## config.mk

```make
export PLATFORM = sky130hd
export DESIGN_NAME = ptmr_queue
export DESIGN_NICKNAME = d
export VERILOG_FILES = /design/src/hw/rtl/ptmr_pkg.sv /design/src/hw/rtl/ptmr_queue.sv
export SDC_FILE = /design/constraint.sdc
export NUM_CORES = 1
export LEC_CHECK = 0
export BUFFER_PORTS_ARGS = -buffer_cell sky130_fd_sc_hd__buf_4
export CORE_MARGIN = 2
export CORE_UTILIZATION = 50
export DETAILED_ROUTE_END_ITERATION = 10
export HOLD_SLACK_MARGIN = 0.05
export PLACE_DENSITY = 0.69
export SLEW_MARGIN = 40
export SYNTH_ARGS = -nofsm -noshare
export SYNTH_HDL_FRONTEND = slang
export SYNTH_SLANG_ARGS = --single-unit
```

## constraint.sdc

```tcl
create_clock -name aclk -period 4.85 [get_ports aclk]
set_input_delay 0.2425 -clock aclk [delete_from_list [all_inputs] [get_ports aclk]]
set_output_delay 0.2425 -clock aclk [all_outputs]
set_load 0.02 [all_outputs]
```

## src/hw/rtl/ptmr_pkg.sv

```systemverilog
// Shared constants, types and codes for the paged monochrome rectangle drawer.
`timescale 1ns / 1ps

package ptmr_pkg;

    localparam int SCREEN_WIDTH  = 128;
    localparam int SCREEN_HEIGHT = 64;
    localparam int ROWS_PER_PAGE = 8;
    localparam int PAGE_COUNT    = (SCREEN_HEIGHT + ROWS_PER_PAGE - 1) / ROWS_PER_PAGE;
    localparam int STORE_BYTES   = PAGE_COUNT * SCREEN_WIDTH;
    localparam int ADDR_W        = $clog2(STORE_BYTES);
    localparam int X_W           = $clog2(SCREEN_WIDTH);
    localparam int Y_W           = $clog2(SCREEN_HEIGHT);
    localparam int LEN_MAX       = (SCREEN_WIDTH > SCREEN_HEIGHT) ? SCREEN_WIDTH : SCREEN_HEIGHT;
    localparam int CNT_W         = $clog2(LEN_MAX + 1);
    localparam int COORD_W       = 16;
    localparam int IDX_W         = 10;
    localparam int QUEUE_DEPTH   = 4;
    localparam int QPTR_W        = $clog2(QUEUE_DEPTH);

    typedef enum logic [2:0] {
        OP_PIXEL = 3'd0,
        OP_HLINE = 3'd1,
        OP_VLINE = 3'd2,
        OP_RECT  = 3'd3,
        OP_CLEAR = 3'd4,
        OP_READ  = 3'd5
    } opcode_t;

    typedef enum logic [1:0] {
        PART_TOP,
        PART_BOTTOM,
        PART_LEFT,
        PART_RIGHT
    } rect_part_t;

    typedef enum logic [1:0] {
        JOB_LINE,
        JOB_CLEAR,
        JOB_READ
    } job_kind_t;

    // One unit of work for the back end: a clipped run of pixels, a clear
    // sweep, or a byte read.
    typedef struct packed {
        job_kind_t         kind;
        logic [ADDR_W-1:0] addr;
        logic [2:0]        bit_sel;
        logic [CNT_W-1:0]  count;
        logic              vertical;
        logic              pixel_on;
        logic              read_ok;
    } job_t;

    typedef enum logic [2:0] {
        BK_CLEAR,
        BK_IDLE,
        BK_RMW_READ,
        BK_RMW_WRITE,
        BK_RD_WAIT
    } back_state_t;

endpackage

```

## src/hw/rtl/ptmr_queue.sv

```systemverilog
// Short job queue between the command front end and the store back end.
`timescale 1ns / 1ps

module ptmr_queue
    import ptmr_pkg::*;
(
    input  logic aclk,
    input  logic aresetn,
    input  logic push,
    input  job_t push_data,
    input  logic pop,
    output job_t head,
    output logic full,
    output logic empty
);

    job_t              entries_reg [QUEUE_DEPTH];
    logic [QPTR_W-1:0] wr_ptr_reg, wr_ptr_next;
    logic [QPTR_W-1:0] rd_ptr_reg, rd_ptr_next;
    logic [QPTR_W:0]   fill_reg, fill_next;

    assign full  = (fill_reg == (QPTR_W + 1)'(QUEUE_DEPTH));
    assign empty = (fill_reg == '0);
    assign head  = entries_reg[rd_ptr_reg];

    always_comb begin
        wr_ptr_next = push ? wr_ptr_reg + QPTR_W'(1) : wr_ptr_reg;
        rd_ptr_next = pop ? rd_ptr_reg + QPTR_W'(1) : rd_ptr_reg;
        fill_next   = fill_reg;
        if (push && !pop) begin
            fill_next = fill_reg + (QPTR_W + 1)'(1);
        end else if (pop && !push) begin
            fill_next = fill_reg - (QPTR_W + 1)'(1);
        end
    end

    always_ff @(posedge aclk) begin
        if (!aresetn) begin
            wr_ptr_reg <= '0;
            rd_ptr_reg <= '0;
            fill_reg   <= '0;
        end else begin
            wr_ptr_reg <= wr_ptr_next;
            rd_ptr_reg <= rd_ptr_next;
            fill_reg   <= fill_next;
        end
    end

    always_ff @(posedge aclk) begin
        if (push) begin
            entries_reg[wr_ptr_reg] <= push_data;
        end
    end

endmodule

```

---- Yosys cells after proc, flatten, opt, wreduce, memory -nomap -nowiden ----
Memories as Yosys holds them, arrays and structs flattened. A register that Yosys moved wholly into a read port is not among the register bits.
Cells that the tools add are included.
word-level totals
  word-level logic and storage cells ...... 21
  register bits ........................... 7
  RAM bits ................................ 104
  input port bits ......................... 30
  output and inout port bits .............. 28
  memories kept ........................... 1
operators by class
  eq/ne operators ......................... 1
  reductions and logical operators ........ 6
  mux-type cells .......................... 6
  add/subtract/negate cells ............... 4
memories
  name         words  width  rd ports  clocked after Yosys merged registers in  write ports  line              RTL
  entries_reg  4      26     1         1                                        1            ptmr_queue.sv:17  job_t entries_reg [QUEUE_DEPTH];
operators by type and width
  operator             count
  $mux 3               2
  $add 2x1->2 const B  2
  $mux 2               2
  $add 3x1->3 const B  1
  $eq 3x3->1 const B   1
  $logic_not 3->1      1
  $sub 3x1->3 const B  1
  $logic_and 1x1->1    2
  $logic_not 1->1      2
  $mux 1               2
  $reduce_bool 2->1    1

---- Depth between registers and ports, before layout ----
  depth in word-level cells ............... 4
  depth in mapped cells ................... 7
  gate-level depth less buffers ........... 7

---- Worst setup path before layout ----
No wires, ideal clock.
  kind .................................... reg2reg
  start ................................... reg wr_ptr_reg[0]
  end ..................................... mem entries_reg[2][0] (netlist name), enable pin
  setup slack ............................. 3.269 ns
  library setup time ...................... 0.385 ns
  path buffers ............................ 0
  cell stages (with the launch flop) ...... 4
  data arrival time ....................... 1.196 ns
  data required time ...................... 4.465 ns
  clock period less this slack ............ 1.581 ns
  cell sequence ........................... dfxtp_1 inv_1 ha_1 and2_1
RTL lines
  item                      line              RTL
  start: declaration        ptmr_queue.sv:18  logic [QPTR_W-1:0] wr_ptr_reg, wr_ptr_next;
  start signal: assignment  ptmr_queue.sv:43  wr_ptr_reg <= wr_ptr_next;
  end: declaration          ptmr_queue.sv:17
No word-level cell before the write port.

==> metrics.txt <==
final worst slack 2.51 ns; Layout Utilization 68.6%; CTS tree yes; endpoints failing setup 0; register bit total from synthesis 113; status finished, final reports clean; initial antenna violation count 0; Initial Util 51.6%; WP data arrival 2.10 ns; footprint of the multi-input gates 858 um2; RSZ-0062 raised after global routing no; relative slew slack 59.4%; Cell Count Post-Placement 340; syn avg cell area 23.7 um2; largest net degree at the start of global routing 27; register area 0.00331 mm2; # DRC 0; post-synth top area cell edfxtp_1; Synth warnings 0; leakage power 0.00202 uW; most used flip-flop cell after synthesis edfxtp_1; Fill cells 503; synthesized area 0.00424 mm2; required time of the critical path 4.61 ns; GRT Overall Usage 17.2%; Synth top area share 73.6%; CTS buffer count 17; Seq/Total Area, Yosys 77.9%; remaining antenna violation count after routing 0; Hold Crit Class in2reg; RD Place Congestion 0.662; Yosys cell types 22; count of pins over their slew limit 0; Post-Synth Adder-Cell Area 1.95%; hold_buf cts 27; post-layout instance count excluding filler cells 399; Post-synth EDFFs 104; VDD IR max 0.356 mV; core area 0.00822 mm2; DR vias 2,065; Worst Tran Pin Value 0.608 ns; first-pass GRT wire length 10,900 um; Place WS 3.00 ns; fin nets 317; async set or reset register ratio after synthesis 0%; Iter 0 DRT Violations 116; row count 33; GR Overflow Total 0; Num Clock Sinks 113; Final HPWL DP 4280 um; flip-flop count of the largest register after layout 104; setup TNS 0 ns; Crit. End Element output port; root buf cell clkbuf_8; die height 96.1 um; total chip power 2620 uW; setup repair bufs after CTS 0; PostCTS Resize Cnt 0; full die area 0.00924 mm2; I/O Buffers 57; die width 96.1 um; drt wl/cell 17.8 um; top cells by count, synth edfxtp_1, mux4_2, and2_1, dfxtp_1, mux4_1; Max clock buf depth 2; DRT Pass-1 Iters 4; Synth Area in Simple Gates 2.15%; crit share post-route 48.3%; multiplexer area fraction after synthesis 14.8%; largest family of logic cells by synthesized area multiplexers; Tmin final 2.34 ns; Area contributors post-synth edfxtp_1, mux4_2, dfxtp_1, mux4_1, ha_1; Post-Synth XOR/XNOR Area 1.03%; Final Hold Viols 0; critical path class reg2out; complex-gate fraction of the synthesized area 0.295%; IO Pins 58; Worst Skew 0.00606 ns; crit-path max FO 14; count leader, synth edfxtp_1; number of global-route vias before repair 2,126; Routed WL 7120 um; maxcap violations 0; clk slew on worst S/H paths 0.06 ns; Antenna diodes 0; drt via density 5.18; Critical Path Source Type flip-flop; Pwr Density 466 mW/mm2; fmax 427 MHz; Syn Nets 215; cell count after synthesis 179; clk_lat worst skew 0.51 ns; share of cells above drive strength 1 39.1%; H-tree depth 4; Area Overhead vs Synth 32.9%
cell type report:
type,instances,share of cell area (%)
Timing Repair Buffer,89,13.1
Clock buffer,17,7.35
Inverter,4,0.266
Clock inverter,15,3.11
Sequential cell,113,58.7
Tap cell,105,2.33
Multi-Input combinational cell,56,15.2
metrics by stage:
| step | area (um2) | hold WS (ns) |
|---|---|---|
| 2_1_floorplan | 4240 | 0.341 |
| 3_3_place_gp | 4770 | 0.442 |
| 3_5_place_dp | 4780 | 0.447 |
| 4_1_cts | 5640 | 0.0686 |
| 5_1_grt | 5640 | 0.0729 |
| 6_report | 5640 | 0.0852 |
worst max-delay path: stages (launching register included):
cell     delay (ns)
dfxtp_1        0.70
buf_4          0.35
mux4_2         0.35
buf_4          0.18
metal layers:
metal / wire, um / track usage (%)
met5: 0 / 0
met4: 93 / 7.14
met3: 415 / 7.36
met2: 3700 / 28.3
met1: 2920 / 19.9
where the power goes:
part	total [uW]	switching [uW]	internal (uW)
Sequential	1150	31.4	1120
Combinational	270	129	141
Clock	1200	459	745
Total	2620	620	2000
cells in the final DEF (no fill, tap or decap):
cell type,n
xnor2_1,2
nand2_1,1
nor3b_1,1
nor2b_1,2
dlygate4sd3_1,27
mux4_1,6
o21ai_0,1
or3_1,1
bufinv_16,2
clkinvlp_4,1
ha_1,5
dfxtp_4,1
edfxtp_1,104
mux2i_1,2
clkinv_4,6
dfxtp_1,8
clkbuf_16,16
fa_1,1
a21boi_0,1
xor2_1,3
inv_1,4
inv_8,1
nor3_1,1
mux4_2,20
buf_4,62
clkbuf_8,1
and2_1,9
inv_6,5
kinds of logic (layout without fill, tap and decap cells):
logic type / after synthesis / in the layout
flip-flops: 113 / 113
multiplexers: 28 / 28
AND/OR/NAND/NOR: 15 / 15
buffers and inverters: 10 / 125
adder cells (fa/ha/maj): 6 / 6
XOR/XNOR: 5 / 5
AO/OA/AOI/OAI: 2 / 2
worst paths after layout:
path / slack, ns / to / from / depth (start not counted)
max reg2reg: 3.06 / entries_reg[2][15] / wr_ptr_reg[0] / 4
min reg2reg: 0.51 / fill_reg[2] / fill_reg[2] / 2
min: 0.09 / wr_ptr_reg[1] / push / 3
max: 2.51 / head[16] / flip-flop / 3
(Power assumes the default switching activity.)
