<file path="src/hw/rtl/ptmr_pkg.sv">
// Shared constants, types and codes for the paged monochrome rectangle drawer.
`timescale 1ns / 1ps

package ptmr_pkg;

    localparam int SCREEN_WIDTH  = 128;
    localparam int SCREEN_HEIGHT = 64;
    localparam int ROWS_PER_PAGE = 8;
    localparam int PAGE_COUNT    = (SCREEN_HEIGHT + ROWS_PER_PAGE - 1) / ROWS_PER_PAGE;
    localparam int STORE_BYTES   = PAGE_COUNT * SCREEN_WIDTH;
    localparam int ADDR_W        = $clog2(STORE_BYTES);
    localparam int X_W           = $clog2(SCREEN_WIDTH);
    localparam int Y_W           = $clog2(SCREEN_HEIGHT);
    localparam int LEN_MAX       = (SCREEN_WIDTH > SCREEN_HEIGHT) ? SCREEN_WIDTH : SCREEN_HEIGHT;
    localparam int CNT_W         = $clog2(LEN_MAX + 1);
    localparam int COORD_W       = 16;
    localparam int IDX_W         = 10;
    localparam int QUEUE_DEPTH   = 4;
    localparam int QPTR_W        = $clog2(QUEUE_DEPTH);

    typedef enum logic [2:0] {
        OP_PIXEL = 3'd0,
        OP_HLINE = 3'd1,
        OP_VLINE = 3'd2,
        OP_RECT  = 3'd3,
        OP_CLEAR = 3'd4,
        OP_READ  = 3'd5
    } opcode_t;

    typedef enum logic [1:0] {
        PART_TOP,
        PART_BOTTOM,
        PART_LEFT,
        PART_RIGHT
    } rect_part_t;

    typedef enum logic [1:0] {
        JOB_LINE,
        JOB_CLEAR,
        JOB_READ
    } job_kind_t;

    // One unit of work for the back end: a clipped run of pixels, a clear
    // sweep, or a byte read.
    typedef struct packed {
        job_kind_t         kind;
        logic [ADDR_W-1:0] addr;
        logic [2:0]        bit_sel;
        logic [CNT_W-1:0]  count;
        logic              vertical;
        logic              pixel_on;
        logic              read_ok;
    } job_t;

    typedef enum logic [2:0] {
        BK_CLEAR,
        BK_IDLE,
        BK_RMW_READ,
        BK_RMW_WRITE,
        BK_RD_WAIT
    } back_state_t;

endpackage

</file>
<file path="src/hw/rtl/ptmr_front.sv">
// Command front end: accept requests, clip them and split them into store jobs.
`timescale 1ns / 1ps

module ptmr_front
    import ptmr_pkg::*;
(
    input  logic               aclk,
    input  logic               aresetn,
    input  logic               s_tvalid,
    output logic               s_tready,
    input  logic [2:0]         s_opcode,
    input  logic [COORD_W-1:0] s_pos_x,
    input  logic [COORD_W-1:0] s_pos_y,
    input  logic [COORD_W-1:0] s_extent,
    input  logic [COORD_W-1:0] s_rect_height,
    input  logic               s_pixel_on,
    input  logic [IDX_W-1:0]   s_read_index,
    input  logic               init_done,
    input  logic               job_full,
    output logic               job_push,
    output job_t               job_data
);

    function automatic job_t make_line(
        input logic [COORD_W-1:0] sx,
        input logic [COORD_W-1:0] sy,
        input logic [COORD_W-1:0] len,
        input logic               vert,
        input logic               on
    );
        job_t             j;
        logic             on_screen;
        logic [X_W-1:0]   xx;
        logic [Y_W-1:0]   yy;
        logic [CNT_W-1:0] room;
        logic [CNT_W-1:0] cnt;
        on_screen = (sx < COORD_W'(SCREEN_WIDTH)) && (sy < COORD_W'(SCREEN_HEIGHT));
        xx = sx[X_W-1:0];
        yy = sy[Y_W-1:0];
        room = vert ? (CNT_W'(SCREEN_HEIGHT) - CNT_W'(yy))
                    : (CNT_W'(SCREEN_WIDTH) - CNT_W'(xx));
        if (len < COORD_W'(room)) begin
            cnt = len[CNT_W-1:0];
        end else begin
            cnt = room;
        end
        j          = '0;
        j.kind     = JOB_LINE;
        j.addr     = ADDR_W'(yy >> 3) * ADDR_W'(SCREEN_WIDTH) + ADDR_W'(xx);
        j.bit_sel  = yy[2:0];
        j.count    = on_screen ? cnt : '0;
        j.vertical = vert;
        j.pixel_on = on;
        return j;
    endfunction

    logic               cmd_valid_reg, cmd_valid_next;
    opcode_t            cmd_op_reg, cmd_op_next;
    logic [COORD_W-1:0] x_reg, x_next;
    logic [COORD_W-1:0] y_reg, y_next;
    logic [COORD_W-1:0] ext_reg, ext_next;
    logic [COORD_W-1:0] h_reg, h_next;
    logic [COORD_W-1:0] bottom_reg, bottom_next;
    logic [COORD_W-1:0] right_reg, right_next;
    logic               on_reg, on_next;
    logic [IDX_W-1:0]   ridx_reg, ridx_next;
    rect_part_t         part_reg, part_next;

    logic               accept;
    logic               has_job;
    logic               step_done;
    logic               last_part;
    job_t               job;

    assign s_tready = !cmd_valid_reg && init_done;
    assign accept   = s_tvalid && s_tready;

    // Job for the current command, or the current edge of a rectangle
    always_comb begin
        job     = '0;
        has_job = 1'b0;
        case (cmd_op_reg)
            OP_PIXEL: begin
                job     = make_line(x_reg, y_reg, COORD_W'(1), 1'b0, on_reg);
                has_job = (job.count != '0);
            end
            OP_HLINE: begin
                job     = make_line(x_reg, y_reg, ext_reg, 1'b0, on_reg);
                has_job = (job.count != '0);
            end
            OP_VLINE: begin
                job     = make_line(x_reg, y_reg, ext_reg, 1'b1, on_reg);
                has_job = (job.count != '0);
            end
            OP_RECT: begin
                case (part_reg)
                    PART_TOP:    job = make_line(x_reg, y_reg, ext_reg, 1'b0, on_reg);
                    PART_BOTTOM: job = make_line(x_reg, bottom_reg, ext_reg, 1'b0, on_reg);
                    PART_LEFT:   job = make_line(x_reg, y_reg, h_reg, 1'b1, on_reg);
                    PART_RIGHT:  job = make_line(right_reg, y_reg, h_reg, 1'b1, on_reg);
                    default:     job = '0;
                endcase
                has_job = (job.count != '0);
            end
            OP_CLEAR: begin
                job.kind = JOB_CLEAR;
                has_job  = 1'b1;
            end
            OP_READ: begin
                job.kind    = JOB_READ;
                job.addr    = ADDR_W'(ridx_reg);
                job.read_ok = (32'(ridx_reg) < 32'(STORE_BYTES));
                has_job     = 1'b1;
            end
            default: begin
                job     = '0;
                has_job = 1'b0;
            end
        endcase
    end

    assign job_data  = job;
    assign job_push  = cmd_valid_reg && has_job && !job_full;
    assign step_done = cmd_valid_reg && (!has_job || !job_full);
    assign last_part = (cmd_op_reg != OP_RECT) || (part_reg == PART_RIGHT);

    always_comb begin
        cmd_valid_next = cmd_valid_reg;
        cmd_op_next    = cmd_op_reg;
        x_next         = x_reg;
        y_next         = y_reg;
        ext_next       = ext_reg;
        h_next         = h_reg;
        bottom_next    = bottom_reg;
        right_next     = right_reg;
        on_next        = on_reg;
        ridx_next      = ridx_reg;
        part_next      = part_reg;
        if (accept) begin
            cmd_valid_next = 1'b1;
            cmd_op_next    = opcode_t'(s_opcode);
            x_next         = s_pos_x;
            y_next         = s_pos_y;
            ext_next       = s_extent;
            h_next         = s_rect_height;
            // edges wrap at 16 bits
            bottom_next    = s_pos_y + s_rect_height - COORD_W'(1);
            right_next     = s_pos_x + s_extent - COORD_W'(1);
            on_next        = s_pixel_on;
            ridx_next      = s_read_index;
            part_next      = PART_TOP;
        end else if (step_done) begin
            if (last_part) begin
                cmd_valid_next = 1'b0;
                part_next      = PART_TOP;
            end else begin
                part_next = rect_part_t'(part_reg + 2'd1);
            end
        end
    end

    always_ff @(posedge aclk) begin
        if (!aresetn) begin
            cmd_valid_reg <= 1'b0;
            part_reg      <= PART_TOP;
        end else begin
            cmd_valid_reg <= cmd_valid_next;
            part_reg      <= part_next;
        end
    end

    always_ff @(posedge aclk) begin
        cmd_op_reg <= cmd_op_next;
        x_reg      <= x_next;
        y_reg      <= y_next;
        ext_reg    <= ext_next;
        h_reg      <= h_next;
        bottom_reg <= bottom_next;
        right_reg  <= right_next;
        on_reg     <= on_next;
        ridx_reg   <= ridx_next;
    end

endmodule

</file>
<file path="config.mk">
export PLATFORM = sky130hd
export DESIGN_NAME = ptmr_front
export DESIGN_NICKNAME = d
export VERILOG_FILES = /design/src/hw/rtl/ptmr_pkg.sv /design/src/hw/rtl/ptmr_front.sv
export SDC_FILE = /design/constraint.sdc
export NUM_CORES = 1
export LEC_CHECK = 0
export BUFFER_PORTS_ARGS = -buffer_cell sky130_fd_sc_hd__buf_2
export CORE_ASPECT_RATIO = 0.75
export CORE_UTILIZATION = 63
export DETAILED_ROUTE_END_ITERATION = 8
export PLACE_DENSITY = 0.87
export SLEW_MARGIN = 20
export SYNTH_ARGS = -nofsm -noshare
export SYNTH_HDL_FRONTEND = slang
export SYNTH_SLANG_ARGS = --single-unit
export TNS_END_PERCENT = 100
</file>
<file path="constraint.sdc">
create_clock -name aclk -period 12.4 [get_ports aclk]
set_clock_uncertainty 0.05 [all_clocks]
set_input_delay 1.24 -clock aclk [delete_from_list [all_inputs] [get_ports aclk]]
set_output_delay 1.24 -clock aclk [all_outputs]
set_load 0.005 [all_outputs]
</file>
Word-level counts from Yosys, hierarchy flattened
Index checks and enable logic that the tools add are counted.
Word-level totals
  register bits: 113
  input bits: 83
  logic and storage cells: 89
  output and inout port bits: 28
Cells by class
  add/subtract/negate cells: 10
  reductions and logical operators: 25
  order comparisons: 8
  eq/ne operators: 9
  bitwise logic cells: 1
  mux-type cells: 25
Operators by type and width (number)
  $mux W8: 14
  $pmux W26 S4: 1
  $pmux W13 S4: 1
  $lt A16 B8 Y1: 3
  $add A16 B16 Y16: 2
  $lt A16 B7 Y1 const B: 2
  $lt A16 B8 Y1 const B: 2
  $reduce_bool A8 Y1: 4
  $sub A16 B1 Y16 const B: 2
  $add A10 B7 Y10: 3
  $pmux W10 S3: 1
  $mux W26: 1
  $logic_and A1 B1 Y1: 8
  $lt A1 B8 Y1 const A: 1
  $sub A7 B6 Y8 const A: 1
  $sub A8 B7 Y8 const A: 1
  $eq A3 B2 Y1 const B: 2
  $eq A3 B3 Y1 const B: 2
  $pmux W2 S3: 1
  $pmux W1 S5: 1
  $eq A2 B2 Y1 const B: 2
  $reduce_bool A2 Y1: 2
  $reduce_or A2 Y1: 2
  $eq A3 B1 Y1 const B: 1
  other kinds (13): 18

Logic depth before layout (Yosys ltp)
Gate-level depths: netlist (run 1).
  word-level depth: 13
  mapped depth: 17
  gate-level depth less buffers: 16

Worst setup path before layout (run 1)
No wires, ideal clock.
  path kind: register to output
  from: register x_reg[0]
  to: output job_push
  data required time: 11.110 ns
  slack: 7.220 ns
  cell stages (with the launch flop): 16
  path buffers: 0
  arrival time: 3.890 ns
  cell sequence: edfxtp_1 -> inv_1 -> ha_1 -> or4b_4 -> o21ai_1 -> nand2_1 -> ha_1 -> o21ai_0 -> o2111ai_1 -> a21oi_2 -> mux2_2 -> nor3_1 -> nor3_1 -> o31ai_1 -> nor2_1 -> nor3_1
Between the ends
  longest elaborated chain between the ends: 10
  elaborated cells between the ends (all ways): 25
  classes of those cells: add/sub: 1; order compare: 3; mux: 13; reduce/logical: 8
RTL lines
  start, declared: RTL line ptmr_front.sv:59  | logic [COORD_W-1:0] x_reg, x_next;
  start signal, assigned: RTL line ptmr_front.sv:174  | x_reg <= x_next;
  $sub A8 B7 Y8
  $lt A16 B8 Y1: RTL line ptmr_front.sv:42  | if (len < COORD_W'(room)) begin
  $mux W8: RTL line ptmr_front.sv:42
  $mux W8: RTL line ptmr_front.sv:51  | j.count = on_screen ? cnt : '0;
  $pmux W26 S4: RTL line ptmr_front.sv:96  | case (part_reg)
  $mux W26: RTL line ptmr_front.sv:82  | case (cmd_op_reg)
  $reduce_bool A8 Y1: RTL line ptmr_front.sv:103  | has_job = (job.count != '0);
  $pmux W1 S5 *: RTL line ptmr_front.sv:82
  $logic_and A1 B1 Y1 * (2 in a row): RTL line ptmr_front.sv:123  | assign job_push = cmd_valid_reg && has_job && !job_full;
  end, declared: RTL line ptmr_front.sv:20  | output logic job_push,
Every way passes the cells marked *; elsewhere a longest branch is shown, timed or not. The select of a mux whose other input is x is not followed.

Worst setup path after layout (run 1)
Ends and elaborated chain as after synthesis.

==> results of run 1 <==
[cell families (layout without fill, tap and decap cells)]
family,Yosys count,after routing
xor gates and xnor gates,33,33
muxes,12,12
AOI/OAI and AO/OA,164,164
adders and majority gates,83,83
and+or+nand+nor,191,191
buffers and inverters,178,303
DFF,113,113
[power groups by stage]
stage / sequential, W / combinational (W) / clock, W
2_1_floorplan: 0.000469 / 0.000129 / 0
3_3_place_gp: 0.000474 / 0.000170 / 0
3_5_place_dp: 0.000475 / 0.000178 / 0
4_1_cts: 0.000467 / 0.000181 / 0.000494
5_1_grt: 0.000470 / 0.000206 / 0.000510
6_report: 0.000468 / 0.000182 / 0.000490
[cell usage after synthesis (6+ instances only)]
library cell  number
clkbuf_1          14
a21o_1             6
inv_1            159
a21oi_1           43
ha_1              81
nor2_1            52
nor3_1            28
mux2i_1            9
o21ai_0           30
nor2b_1            9
o22ai_1           10
xor2_1            10
edfxtp_1         110
nor4_1            15
a22oi_1           14
or3_1              7
nand4_1            8
a211oi_1           6
xnor2_1           22
nand2_1           26
nand3_1           13
[worst register-to-register path: stages, from the launching register on]
cell,delay [ns]
edfxtp_1,0.50
inv_1,0.15
ha_1,0.27
or4b_4,0.51
o21ai_1,0.33
nand2_1,0.14
ha_1,0.31
o21ai_0,0.17
o2111ai_1,0.13
a21oi_2,0.57
mux2_2,0.44
nor3_1,0.35
nor3_1,0.11
o31ai_1,0.40
o21a_1,0.26
o21ai_1,0.08
a21oi_1,0.14
[worst max path at each step]
stage / end / slack [ns] / cells past startpoint
finish: job_push / 5.92 / 16
global placement: job_push / 6.56 / 16
CTS: job_push / 5.96 / 16
detailed placement: job_push / 6.44 / 16
floorplan: job_push / 7.22 / 15
global route: job_push / 5.45 / 16
[per-stage QoR]
stage                     instances  instance area, sq um
after global placement         1029                  8310
after floorplan                 774                  7620
after detailed placement       1029                  8310
after CTS                      1061                  8900
after global routing           1061                  8900
final                          1061                  8900
[cell type report]
class                   count  area, sq um  share of cell area
well taps                 162          203              0.0228
repair buffers            112          566              0.0635
clock buffers              18          429              0.0482
flip-flops and latches    113         3360               0.378
multi-input cells         483         3580               0.402
inverters                 159          599              0.0673
clock inverters            14          166              0.0187
[metal layers]
metal | vias to the layer above | track usage | share of wire
met4 | 0 | 0.0778 | 0.015
met1 | 2859 | 0.442 | 0.45
li1 | 2991 | - | -
met5 | - | 0 | 0
met2 | 357 | 0.455 | 0.42
met3 | 34 | 0.0997 | 0.11
==> reports/results.ini, run 1 <==
[worst_setup_path]
timing.rr.end = part_reg[0]
end_kind = primary output
r2r-start = x_reg[0]
crit_chain = inv_1, ha_1, or4b_4, o21ai_1, nand2_1, ha_1, o21ai_0, o2111ai_1, a21oi_2, mux2_2, nor3_1, nor3_1, o31ai_1, nor2_1, nor3_1, buf_2
rrSetupSlack_ns = 7.43
cpMostUsedCell = nor3_1
rr_worst_depth = 16
crit_family = compound AO/OA/AOI/OAI gates
critPathLaunch = x_reg[0]
slowest_delay_ns = 0.57
required_ns = 11.11
start_kind = register
arrival_ns = 5.19
crit_type = reg2out
crit_slowest_cell = a21oi_2
worst-path-buf-inv = 2
path_max_fanout = 16

[synthesis]
synth_top_family_by_area = compound AO/OA/AOI/OAI gates
synth_top_area_share = 0.433
synth-compound-area-share = 0.145
syn-num-nets = 940
synth_warnings = 0
synth_edf_count = 110
yosys-top-cells-area = edfxtp_1, ha_1, inv_1
postSynthCellCount = 774
synth.cell_area_sq_um = 7620
yosys.area_share.simple = 0.130
yosysUniqueCellTypes = 73
synth_largest_area_cell = edfxtp_1
ys_seq_area_frac = 0.441
syn-mean-instance-area_sq_um = 9.84
synth_xor_area_frac = 0.0397
async_reset_ff_frac = 0
ys_ff_latch = 113
synth_top_flop_cell = edfxtp_1
synthMuxAreaShare = 0.0163
yosys.area_share.adder = 0.138

[clocking]
post_cts_buffers = 0
cts.htree.levels = 4
cts_root_buf = clkbuf_16
cts_hold_buf = 0
clock-sinks = 113
clockBufferDepth = 2
clock_latency_ns = 0.41
post_cts_resized = 0
numCtsBuffers = 17
cts_tree = done
clk_pin_slew_ns = 0.05

[place]
post-place-ws_ns = 6.44
gp_congestion = 0.976
dpl.hpwl_microns = 13800
io_buffers = 110

[sta]
setup_ws_ns = 5.92
final-setup-viol-count = 0
hold_viol = 0
grt_setup_unrepaired = false
finalCritPeriodShare = 0.523
setup_tns_ns = 0
whs_ns = 0.473
post-route-min-period_ns = 6.48
slew_headroom = 0.300
final_max_slew_viol_count = 0
tightest_slew_ns = 1.04
max_freq_mhz = 154

[min_path]
whs_endpoint = part_reg[1]
hold_depth = 2
holdCritPathClass = reg2reg
holdCritStartpoint = part_reg[1]

[pwr]
p_leak_nw = 3.94
finalPower_w = 0.00114
power.switching_w = 0.000293
internal_power_w = 0.000847
p_clk_frac = 0.430
pwr-share-seq = 0.410
pwr-share-comb = 0.160
power_density_nw_per_um2 = 128
ir_drop_mv = 0.105
switching_share = 0.257

[run]
cap_violations = 0

[floorplanning]
start_util = 0.651
core_sq_um = 11700
die_w_microns = 129
die_h_microns = 97.2
dieArea_sq_um = 12500
io_pins = 111
num_rows = 34

[cells_and_area]
n_fill_cell = 806
synthToLayoutAreaGrowth_pct = 16.8
n_antenna_cell = 0
final_common_cell = inv_1
final_cell_mix = inv_1, edfxtp_1, buf_2, ha_1, nor2_1
nets = 1052
final_util = 0.761
drive_above_1_share = 0.177

[route]
vias_per_cell = 5.88
via_count = 6241
drt_first_pass_iters = 6
wl_per_cell_microns = 17.3
drtIter0Drc = 685
wl_microns = 18400
post-route-drc-count = 0
postRouteAntennaNets = 0

[global_routing]
grt_usage = 0.309
grt_max_degree = 70
overflow = 0
first_global_vias = 5894
grt_pass1_wl_microns = 29400
antenna_found_initial = 0

[run_status]
status = finished clean

No activity file was read; power rests on OpenSTA's default activity.
==> run 2, diff against run 1 <==
- ABC_AREA: unset -> 1
- CORE_UTILIZATION: 63 -> 59
- PLACE_DENSITY: 0.87 -> 0.82
- clock period: 12.4 -> 6.7 ns (I/O delays scaled with it)
==> run 2 against run 1 <==
  * Non-clock buffer count did not move
  * Combinational power rose by 110%
  * Sequential cell count did not move
==> reports/results.ini, run 2 <==
[run_status]
status = finished clean

[route]
postRouteAntennaNets = 0  ; unchanged
wl_microns = 19600  ; +6.5%
met1_length_microns = 8830  ; +5.9%
highest_layer = met4
wl_met3_microns = 1810  ; -11%
vias_per_cell = 5.60  ; -4.8%
via_count = 6700  ; +7.4%
post-route-drc-count = 0  ; unchanged
wl_met2_microns = 8390  ; +8.2%
drt_first_pass_iters = 8  ; +2
drtIter0Drc = 696  ; +1.6%
wl_per_cell_microns = 16.4  ; -5.5%

[synthesis]
syn-mean-instance-area_sq_um = 8.66  ; -12%
synth_top_flop_cell = edfxtp_1
synth_largest_area_cell = edfxtp_1
synth_top_area_share = 0.425  ; -0.00803
syn-num-nets = 1062  ; +13%
ys_seq_area_frac = 0.433  ; -0.00818
synth_warnings = 0  ; unchanged
ys_ff_latch = 113  ; unchanged
yosys-top-cells-area = edfxtp_1, ha_1, inv_1
synthTopCellsByCount = inv_1, nand2_1, edfxtp_1
yosysUniqueCellTypes = 46  ; -37%
synth_edf_count = 110  ; unchanged
async_reset_ff_frac = 0  ; unchanged
synth.cell_area_sq_um = 7760  ; +1.9%
postSynthCellCount = 896  ; +16%
synth_most_common_cell = inv_1

[floorplanning]
core_sq_um = 12600  ; +7.4%
dieArea_sq_um = 13600  ; +8.6%
start_util = 0.618  ; -0.0336
io_pins = 111  ; unchanged
die_w_microns = 134  ; +4.2%
die_h_microns = 101  ; +4.2%
num_rows = 35  ; +2.9%

[clocking]
clock_latency_ns = 0.42  ; about the same
cts_tree = done
post_cts_buffers = 0  ; unchanged
cts.htree.levels = 4  ; unchanged
numCtsBuffers = 17  ; unchanged
cts_hold_buf = 0  ; unchanged
clk_pin_slew_ns = 0.06  ; about the same
post_cts_resized = 0  ; unchanged
clockBufferDepth = 2  ; unchanged
cts_root_buf = clkbuf_16
clock-sinks = 113  ; unchanged

[sta]
grt_setup_unrepaired = false
hold_viol = 0  ; unchanged
final_max_slew_viol_count = 0  ; unchanged
final-setup-viol-count = 0  ; unchanged
setup_tns_ns = 0  ; unchanged
post-route-min-period_ns = 4.51
setup_ws_ns = 2.19  ; -3.73 ns
finalCritPeriodShare = 0.673
slew_headroom = 0.269  ; -0.0310
max_freq_mhz = 222
tightest_slew_ns = 1.09  ; +0.0462 ns

[run]
cap_violations = 0  ; unchanged

[worst_setup_path]
timing.rr.end = part_reg[1]
start_kind = register
required_ns = 5.98  ; -5.13 ns
r2r-start = x_reg[0]
path_max_fanout = 9  ; -7
crit_type = reg2out
rr_worst_depth = 24  ; +8
rrSetupSlack_ns = 3.08  ; -4.35 ns
arrival_ns = 3.79  ; -1.40 ns
end_kind = primary output

[place]
io_buffers = 110  ; unchanged
placed_area_sq_um = 8500  ; +2.3%
gp_congestion = 1.00  ; +2.6%
dpl.hpwl_microns = 14500  ; +5.2%
dp_cells = 1164  ; +13%
post-place-ws_ns = 2.69  ; -3.75 ns

[cells_and_area]
nets = 1183  ; +12%
final_cells = 1196  ; +13%
final_cell_mix = inv_1, nand2_1, edfxtp_1, buf_2, ha_1
drive_above_1_share = 0.160  ; -0.0167
synthToLayoutAreaGrowth_pct = 16.6
final_common_cell = inv_1
n_antenna_cell = 0  ; unchanged
fin_area_sq_um = 9050  ; +1.7%

[global_routing]
grt_usage = 0.306  ; -0.00371
overflow = 0  ; unchanged
grt_pass1_wl_microns = 31300  ; +6.4%
antenna_found_initial = 0  ; unchanged
grt_max_degree = 87  ; +24%
first_global_vias = 6199  ; +5.2%

[min_path]
whs_endpoint = ridx_reg[9]
holdCritStartpoint = s_read_index[9]
holdCritPathClass = in2reg
hold_depth = 1  ; -1

[pwr]
ir_drop_mv = 0.188  ; +80%
p_leak_nw = 4.44  ; +13%
power_density_nw_per_um2 = 233  ; +82%
finalPower_w = 0.00211  ; +85%

==> run 2: logic make-up (layout without fill, tap and decap cells) <==
logic type      count (synthesis)  count (layout)  synth area share
simple gates                  329             329             0.194
buf+inv                       227             361             0.110
flops                         113             113             0.433
compound gates                107             107            0.0848
fa+ha+maj                      83              83             0.136
xor+xnor                       37              37            0.0417
==> run 2: report_power, final <==
group	total [W]	switching, W	internal [W]
registers	0.000862	0.0000206	0.000842
clock network	0.000858	0.000346	0.000512
logic	0.000386	0.000240	0.000145
total	0.00211	0.000607	0.00150
==> run 2: worst max-delay path, cell delays in order, from the launching register on <==
cell,delay [ns]
edfxtp_1,0.42
inv_2,0.13
ha_1,0.20
nand2_1,0.13
nor3_2,0.16
xor2_1,0.25
ha_1,0.29
nand2_1,0.08
inv_1,0.04
a31o_2,0.21
nor2_4,0.22
nand2_4,0.13
or2_4,0.25
nand3_1,0.07
nand2_1,0.07
nor2_1,0.13
nand2_1,0.07
nand2_1,0.06
nand2_1,0.06
a21oi_2,0.11
nand2_2,0.08
nand2_1,0.06
nor2_1,0.04
buf_2,0.12
==> run 2: final cells by class <==
type	count	area, sq um
clock buffers	17	425
clock inverters	15	130
fillers	948	3520
inverters	217	817
multi-input cells	556	3540
flip-flops and latches	113	3360
well taps	166	208
repair buffers	112	566
==> run 2: how the worst max path moves through the flow <==
stage / from / to / slack [ns]
floorplan: init_done / bottom_reg[0] / 3.11
global placement: x_reg[0] / job_push / 2.71
detailed placement: x_reg[0] / job_push / 2.69
CTS: x_reg[0] / job_push / 2.22
global route: x_reg[1] / job_push / 1.82
finish: x_reg[0] / job_push / 2.19
==> run 2: through the flow <==
| stage | utilization | hold WS [ns] |
|---|---|---|
| after CTS | 0.720 | 0.371 |
| after global routing | 0.720 | 0.367 |
| after floorplan | - | 0.446 |
| after global placement | 0.676 | 0.478 |
| after detailed placement | 0.676 | 0.492 |
| final | 0.720 | 0.372 |
==> run 2: layer usage <==
metal  vias up  GRT usage
li1       3226          -
met1      3036      0.441
met2       389      0.462
met3        49     0.0556
met4         0      0.116
met5         -          0
